**config.mk**
```make
export PLATFORM = sky130hd
export DESIGN_NAME = adc_prefilled_moving_average
export DESIGN_NICKNAME = d
export VERILOG_FILES = /design/src/ama_pkg.sv /design/src/ama_cell.sv /design/src/ama_avg.sv /design/src/adc_prefilled_moving_average.sv
export SDC_FILE = /design/constraint.sdc
export NUM_CORES = 1
export LEC_CHECK = 0
export BUFFER_PORTS_ARGS = -buffer_cell sky130_fd_sc_hd__buf_2
export CELL_PAD_IN_SITES_DETAIL_PLACEMENT = 1
export CELL_PAD_IN_SITES_GLOBAL_PLACEMENT = 2
export CORE_ASPECT_RATIO = 1.25
export CORE_MARGIN = 5
export CORE_UTILIZATION = 40
export DETAILED_ROUTE_END_ITERATION = 6
export GPL_TIMING_DRIVEN = 1
export PLACE_DENSITY = 0.7
export SYNTH_ARGS = -nofsm -noshare
export SYNTH_HDL_FRONTEND = slang
export SYNTH_HIERARCHICAL = 1
export SYNTH_SLANG_ARGS = --single-unit
export TNS_END_PERCENT = 10
```
**constraint.sdc**
```tcl
create_clock -name clk -period 4.86 [get_ports clk]
set_input_delay 0.972 -clock clk [delete_from_list [all_inputs] [get_ports clk]]
set_output_delay 0.972 -clock clk [all_outputs]
set_load 0.02 [all_outputs]
```
**src/ama_pkg.sv**
```systemverilog
package ama_pkg;

  // Sample and window geometry
  localparam int SAMPLE_W     = 12;
  localparam int WINDOW_DEPTH = 8;
  localparam int DEPTH_LOG    = (WINDOW_DEPTH > 1) ? $clog2(WINDOW_DEPTH) : 1;
  localparam int SUM_W        = SAMPLE_W + DEPTH_LOG;

  // Exact floor division of the sum by the depth: multiply by a rounded-up
  // reciprocal, then drop RECIP_SHIFT bits (exact for any sum below 2**SUM_W)
  localparam int RECIP_SHIFT = SUM_W + DEPTH_LOG;
  localparam int RECIP_W     = SUM_W + 1;
  localparam longint unsigned RECIP_FULL =
    ((64'd1 << RECIP_SHIFT) + WINDOW_DEPTH - 1) / WINDOW_DEPTH;
  localparam logic [RECIP_W-1:0] RECIP = RECIP_FULL[RECIP_W-1:0];
  localparam int PROD_W = SUM_W + RECIP_W;

  localparam logic [SUM_W-1:0] DEPTH_SUM = SUM_W'(WINDOW_DEPTH);

  typedef enum logic {
    OP_SAMPLE = 1'b0,
    OP_CLEAR  = 1'b1
  } op_t;

  // Controls handed from the top level to every window cell
  typedef struct packed {
    logic advance;
    logic prefill;
  } cell_ctrl_t;

endpackage

```
**src/ama_cell.sv**
```systemverilog
module ama_cell (
  input  logic                         clk,
  input  ama_pkg::cell_ctrl_t          ctrl,
  input  logic [ama_pkg::SAMPLE_W-1:0] fill,
  input  logic [ama_pkg::SAMPLE_W-1:0] shift_in,
  output logic [ama_pkg::SAMPLE_W-1:0] q
);
  import ama_pkg::*;

  // Load the new sample everywhere on prefill, else take the neighbor's value
  always_ff @(posedge clk) begin
    if (ctrl.advance) begin
      q <= ctrl.prefill ? fill : shift_in;
    end
  end

endmodule

```
**src/ama_avg.sv**
```systemverilog
module ama_avg (
  input  logic                         clk,
  input  logic                         load,
  input  logic [ama_pkg::SUM_W-1:0]    sum,
  output logic [ama_pkg::SAMPLE_W-1:0] average
);
  import ama_pkg::*;

  logic [PROD_W-1:0] prod;

  // Divide by the window depth through the reciprocal product
  assign prod = PROD_W'(sum) * PROD_W'(RECIP);

  // Hold the mean for the output side
  always_ff @(posedge clk) begin
    if (load) begin
      average <= prod[RECIP_SHIFT +: SAMPLE_W];
    end
  end

endmodule

```
**src/adc_prefilled_moving_average.sv**
```systemverilog
// Channel  | Handshake              | Payload
// ---------+------------------------+----------------------------------
// input    | in_valid / in_ready    | operation (1 b), sample (12 b)
// output   | out_valid / out_ready  | average (12 b)
//
// One item per cycle while no result is stalled; a sample's mean is registered
// in the cells and running sum, then at the output after the reciprocal multiply.
// A clear transfers like a sample but gives no result.
// Synchronous reset empties the window and drops any pending result.
// A stalled output holds the mean; one more result waits in the sum stage.
module adc_prefilled_moving_average (
  input  logic                         clk,
  input  logic                         rst,
  input  logic                         in_valid,
  output logic                         in_ready,
  input  logic                         operation,
  input  logic [ama_pkg::SAMPLE_W-1:0] sample,
  output logic                         out_valid,
  input  logic                         out_ready,
  output logic [ama_pkg::SAMPLE_W-1:0] average
);
  import ama_pkg::*;

  logic                in_xfer;
  logic                is_sample;
  logic                is_clear;
  logic                filled;
  logic                filled_next;
  logic [SUM_W-1:0]    window_sum;
  logic [SUM_W-1:0]    window_sum_next;
  logic                pending;
  logic                pending_next;
  logic                out_valid_next;
  logic                out_load;
  cell_ctrl_t          cell_ctrl;
  logic [SAMPLE_W-1:0] tap [WINDOW_DEPTH];

  // Move the pending sum into the output register when it is free
  assign out_load  = pending && (!out_valid || out_ready);
  assign in_ready  = !pending || out_load;
  assign in_xfer   = in_valid && in_ready;
  assign is_sample = in_xfer && (op_t'(operation) == OP_SAMPLE);
  assign is_clear  = in_xfer && (op_t'(operation) == OP_CLEAR);

  assign cell_ctrl.advance = is_sample;
  assign cell_ctrl.prefill = !filled;

  // Window cells: newest in cell 0, each cell passes its value down the row
  for (genvar i = 0; i < WINDOW_DEPTH; i++) begin : g_cell
    if (i == 0) begin : g_head
      ama_cell u_cell (
        .clk      (clk),
        .ctrl     (cell_ctrl),
        .fill     (sample),
        .shift_in (sample),
        .q        (tap[i])
      );
    end else begin : g_body
      ama_cell u_cell (
        .clk      (clk),
        .ctrl     (cell_ctrl),
        .fill     (sample),
        .shift_in (tap[i-1]),
        .q        (tap[i])
      );
    end
  end

  // Running sum: 0 on clear, depth x sample on prefill, else add new, drop oldest
  always_comb begin
    window_sum_next = window_sum;
    filled_next     = filled;
    if (is_clear) begin
      window_sum_next = '0;
      filled_next     = 1'b0;
    end else if (is_sample) begin
      filled_next = 1'b1;
      if (!filled) begin
        window_sum_next = SUM_W'(SUM_W'(sample) * DEPTH_SUM);
      end else begin
        window_sum_next = window_sum - SUM_W'(tap[WINDOW_DEPTH-1]) + SUM_W'(sample);
      end
    end
  end

  // Advance the result flags
  always_comb begin
    pending_next = pending;
    if (out_load) begin
      pending_next = 1'b0;
    end
    if (is_sample) begin
      pending_next = 1'b1;
    end
    out_valid_next = out_valid;
    if (out_valid && out_ready) begin
      out_valid_next = 1'b0;
    end
    if (out_load) begin
      out_valid_next = 1'b1;
    end
  end

  always_ff @(posedge clk) begin
    if (rst) begin
      window_sum <= '0;
      filled     <= 1'b0;
      pending    <= 1'b0;
      out_valid  <= 1'b0;
    end else begin
      window_sum <= window_sum_next;
      filled     <= filled_next;
      pending    <= pending_next;
      out_valid  <= out_valid_next;
    end
  end

  ama_avg u_avg (
    .clk     (clk),
    .load    (out_load),
    .sum     (window_sum),
    .average (average)
  );

  // A pending result always comes from a filled window
  a_pending_filled: assert property (@(posedge clk) disable iff (rst)
    pending |-> filled)
    else $error("pending result with empty window");

  // A clear empties the window and zeroes the sum
  a_clear_empties: assert property (@(posedge clk) disable iff (rst)
    is_clear |=> (!filled && window_sum == '0))
    else $error("clear left window state behind");

  // Every accepted sample leaves a pending result
  a_sample_pending: assert property (@(posedge clk) disable iff (rst)
    is_sample |=> pending)
    else $error("sample result lost");

  // The sum never exceeds a full window of maximum samples
  a_sum_bound: assert property (@(posedge clk) disable iff (rst)
    (PROD_W'(window_sum) <= PROD_W'(WINDOW_DEPTH) * PROD_W'((1 << SAMPLE_W) - 1)))
    else $error("running sum out of range");

endmodule
```
Word level (Yosys, flattened, before mapping) --
Cells that the tools add are included.
Storage, ports and cells: register bits after elaboration 126, bits of input ports 17, output and inout bits 14, logic and storage cells 40
Cells by class: add/subtract/negate cells 2, multiplexer cells 12, bitwise logic cells 1, reduce and logical (&&, ||, !) cells 12
Operator list (count):
- two-way mux 12 bit | 7
- adder 15 x 12 -> 15 bit | 1
- two-way mux 15 bit | 1
- subtractor 15 x 12 -> 15 bit | 1
- logical AND 1 bit | 5
- two-way mux 1 bit | 4
- nonzero test 2 bit | 2
- zero test 1 bit | 2
- logical OR 1 bit | 2
- OR reduction 2 bit | 1
- inverter 1 bit | 1

Depth between registers and ports, before layout --
depth in word-level cells 7, mapped depth 11, depth with buffers taken out 11

Cells and area by module --
Netlist, hierarchy kept.
Modules (own cells, without submodules):
- ama_cell | times used 8, cells an instance 25, area an instance 544.3 um^2, seq. area each 360.3 um^2
- adc_prefilled_moving_average | times used 1, cells an instance 237, area an instance 1870.5 um^2, seq. area each 360.3 um^2
- ama_avg | times used 1, cells an instance 12, area an instance 360.3 um^2, seq. area each 360.3 um^2

Least setup slack after synthesis --
No wires, ideal clock.
kind input-to-reg, start point input port sample[1] in the netlist's numbering, end point register window_sum[14], library setup time 0.074 ns, arrival 3.389 ns, data required time 4.786 ns, slack 1.396 ns, stages on the path 10, buffers on the path 0, cells stage by stage inv_1 -> fa_1 -> inv_1 -> fa_1 -> a21o_1 -> a221oi_4 -> nor2_2 -> o311ai_2 -> mux2_2 -> a31oi_2
On the way: longest elaborated chain between the ends 2
RTL lines:
- start: declaration | RTL line adc_prefilled_moving_average.sv:17 | input logic [ama_pkg::SAMPLE_W-1:0] sample,
- adder 15 x 12 -> 15 bit | RTL line adc_prefilled_moving_average.sv:81 | window_sum_next = window_sum - SUM_W'(tap[WINDOW_DEPTH-1]) + SUM_W'(sample);
- two-way mux 15 bit | RTL line adc_prefilled_moving_average.sv:78 | if (!filled) begin
- end signal: assignment | RTL line adc_prefilled_moving_average.sv:111 | window_sum <= window_sum_next;
- end: declaration | RTL line adc_prefilled_moving_average.sv:29 | logic [SUM_W-1:0] window_sum;
Every way passes these cells. A chain may end at the register's enable or synchronous reset.

Worst setup path after layout --
Ends and elaborated chain as after synthesis.

==> results by group <==
Logic synthesis
  – Yosys warning total: 6
  – Sequential-to-total area share from yosys stat: between 50 and 60%
  – Syn avg cell area: 14.7 µm²
  – Yosys cell types: between 50 and 60
  – Register bit count reported by yosys: approximately 130
  – Gate Count Post-Synth: between 400 and 500
  – Top cells by area, synth: edfxtp_1, mux2_4, dfxtp_1, fa_1, mux2_2
  – Synth Cell Area: around 0.0066 mm²
  – Most common cell in the netlist: edfxtp_1
  – Synth Net Count: about 490
  – Top cells by count, synth: edfxtp_1, mux2_4, inv_1
  – Ys flop type: edfxtp_1
  – Yosys top cell by area: edfxtp_1
  – Ys async rst share: 0%
  – Top-area cell type share of the netlist area: a little under 50%
  – Post-synth EDFFs: between 100 and 150

Pwr
  – Max IR drop VDD: 0.000176 V
  – Clock Power Share: slightly above 40%
  – Switching Share: 23.5%
  – Sequential share of power: about 44%
  – Switching Power: between 600 and 700 µW
  – Gate power share: 14.5%
  – PwrDens: 382 mW/mm²
  – Total power: about 2900 µW
  – Pleak: a little over 0.003 µW
  – Pint: approximately 2200 µW

Clock tree
  – Post-cts sizing count: 0
  – Cts hold-fix bufs: 0
  – Clk slew on worst S/H paths: 0.05 ns
  – Clk sink count: between 100 and 150
  – CTS tree: built
  – CTS root buf: clkbuf_16
  – Clk_lat worst skew: around 0.42 ns
  – CTS buffer count: 17
  – Htree depth: 4
  – Setup bufs post-CTS: 0
  – Clk buf depth: 2

Final layout
  – Antenna diode count: 0
  – Nets: around 530
  – Layout area overhead: 13.5%
  – Final Core Density: a little under half
  – Layout cell share with drive strength beyond 1: between 30 and 40%

Die
  – Core ar.: approximately 0.016 mm²
  – IO Pins: 31
  – Die area: 0.0191 mm²
  – Initial Util: about two fifths
  – Die Wd: ~120 µm
  – Rows: 52
  – Die height: between 150 and 200 µm

Timing
  – Max Clock Skew: between 0.007 and 0.008 ns
  – Slew Limit Fails: 0
  – RSZ-0062 raised after global routing: false
  – Final hold violations: 0
  – Hold WS: approximately 0.43 ns
  – Final worst path period need: 3.46 ns
  – Slew @ Worst Pin: 1.01 ns
  – Final setup viols: 0
  – Setup TNS: 0 ns
  – Final setup margin: 1.40 ns
  – Final period util: 71.3%
  – Slew headroom: between 30% and 40%
  – Max frequency: around 290 MHz

Global route
  – GRT Resource Usage Total: about an eighth
  – Pin count of the biggest net entering global routing: 66
  – Global-route wire length before repair: just under 20000 µm
  – Number of global-route vias before repair: 3885
  – Total gr overflow: 0
  – Initial antenna violation count: 0

Setup path
  – CP required: 5.21 ns
  – Crit-path cells: buf_2, inv_1, fa_1, inv_1, fa_1, a21o_1, a221oi_4, nor2_2, o311ai_2, mux2_2, a31oi_2
  – Worst Setup Start Kind: input pin
  – CP arrival: about 3.8 ns
  – Critical path endpoint category: register
  – Crit Path Class: in -> reg
  – R2R cell count: 10
  – Crit path max fanout: 10
  – Worst path slowest cell: fa_1
  – Max stage delay on crit path: around 0.54 ns

Route
  – Drc violations: 0
  – Routed wl met3: a little over 400 µm
  – Drt pass-1 iters: 4
  – WL/cell: between 15 and 20 µm
  – Routed Antenna Nets: 0
  – Final WL: 11800 µm
  – Met2 routed WL: around 5500 µm
  – Max Used Layer: met4
  – Vias/cell: 5.01
  – DRT met1 WL: roughly 5600 µm
  – Routed via count: around 3600
  – First-iteration detailed-routing DRC count: about 160

Run
  – Max-cap violations: 0

Min path
  – Hold path depth: 0
  – Path type of the worst min-delay path: reg -> reg

Placed design
  – DP HPWL: about 7700 µm
  – GP Congestion: 0.781
  – # port buffers: 30
  – Pre-CTS WS: between 0.9 and 1 ns

Run status
  – Status: finished, final reports clean
[stage by stage]
step           area, µm²  cells
6_report            7470    717
3_3_place_gp        6930    686
2_1_floorplan       6590    449
4_1_cts             7470    717
5_1_grt             7470    717
3_5_place_dp        6930    686
[state kept, by name, summed over array words and instances (netlist names)]
signal                  cells
out_valid                   1
g_cell.g_body.u_cell/q     84
filled                      1
g_cell.g_head.u_cell/q     12
pending                     1
window_sum                 15
u_avg/average              12
[routing by layer]
metal	up-vias	track usage, %
met5	-	0
met3	22	3.35
met1	1783	16.5
li1	1732	-
met2	55	20.5
met4	0	6.95
[worst paths after layout]
path,slack [ns],to,startpoint
hold / removal,0.43,u_avg/average[7]$_DFFE_PP_,window_sum[10]$_SDFFE_PP0P_
hold reg to reg,0.43,u_avg/average[7]$_DFFE_PP_,window_sum[10]$_SDFFE_PP0P_
setup reg to reg,1.89,window_sum[14]$_SDFFE_PP0P_,window_sum[1]$_SDFFE_PP0P_
setup / recovery,1.40,window_sum[14]$_SDFFE_PP0P_,sample[1]
[critical path, delay by kind of cell]
kind | cells | cell delay, ns
muxes | 1 | 0.37
adders and majority gates | 2 | 0.99
and+or+nand+nor | 1 | 0.10
buffers and inverters | 3 | 0.36
AOI/OAI and AO/OA | 4 | 1.01
[cell type report]
| class | instances | area (µm²) |
|---|---|---|
| Timing Repair Buffer | 34 | 193 |
| Inverter | 54 | 208 |
| Sequential cell | 126 | 3600 |
| Tap cell | 216 | 270 |
| Clock inverter | 9 | 95.1 |
| Clock buffer | 22 | 444 |
| Multi-Input combinational cell | 256 | 2660 |
| Fill cell | 1629 | 8730 |
[placed cells by master, fill, tap and decap left out, drive strengths merged, types with 6 or more instances in the layout]
master and instances:
clkbuf 22, fa 12, a21oi 24, o21ai 13, nor2 12, mux2 98, inv 54, clkinv 6
nand3 6, edfxtp 108, or3 6, nand2 14, dfxtp 18, xor2 6, buf 34, ha 15
[kinds of logic (layout without fill, tap and decap cells)]
family          count (synthesis)  after routing  share of synthesized area (%)
simple gates                   54             54                           4.45
fa+ha+maj                      27             27                           6.50
buf+inv                        67            119                           4.88
flops                         126            126                           54.7
compound gates                 68             68                           6.90
mux                           100            100                           21.6
xor+xnor                        7              7                          0.931
[power by group through the flow]
stage	clock, µW	combinational (µW)	sequential (µW)
finish	1180	414	1270
global route	1260	458	1270
CTS	1220	420	1270
detailed placement	0	417	1290
global placement	0	400	1290
floorplan	0	325	1280
Power figures use the tool's default switching activity.
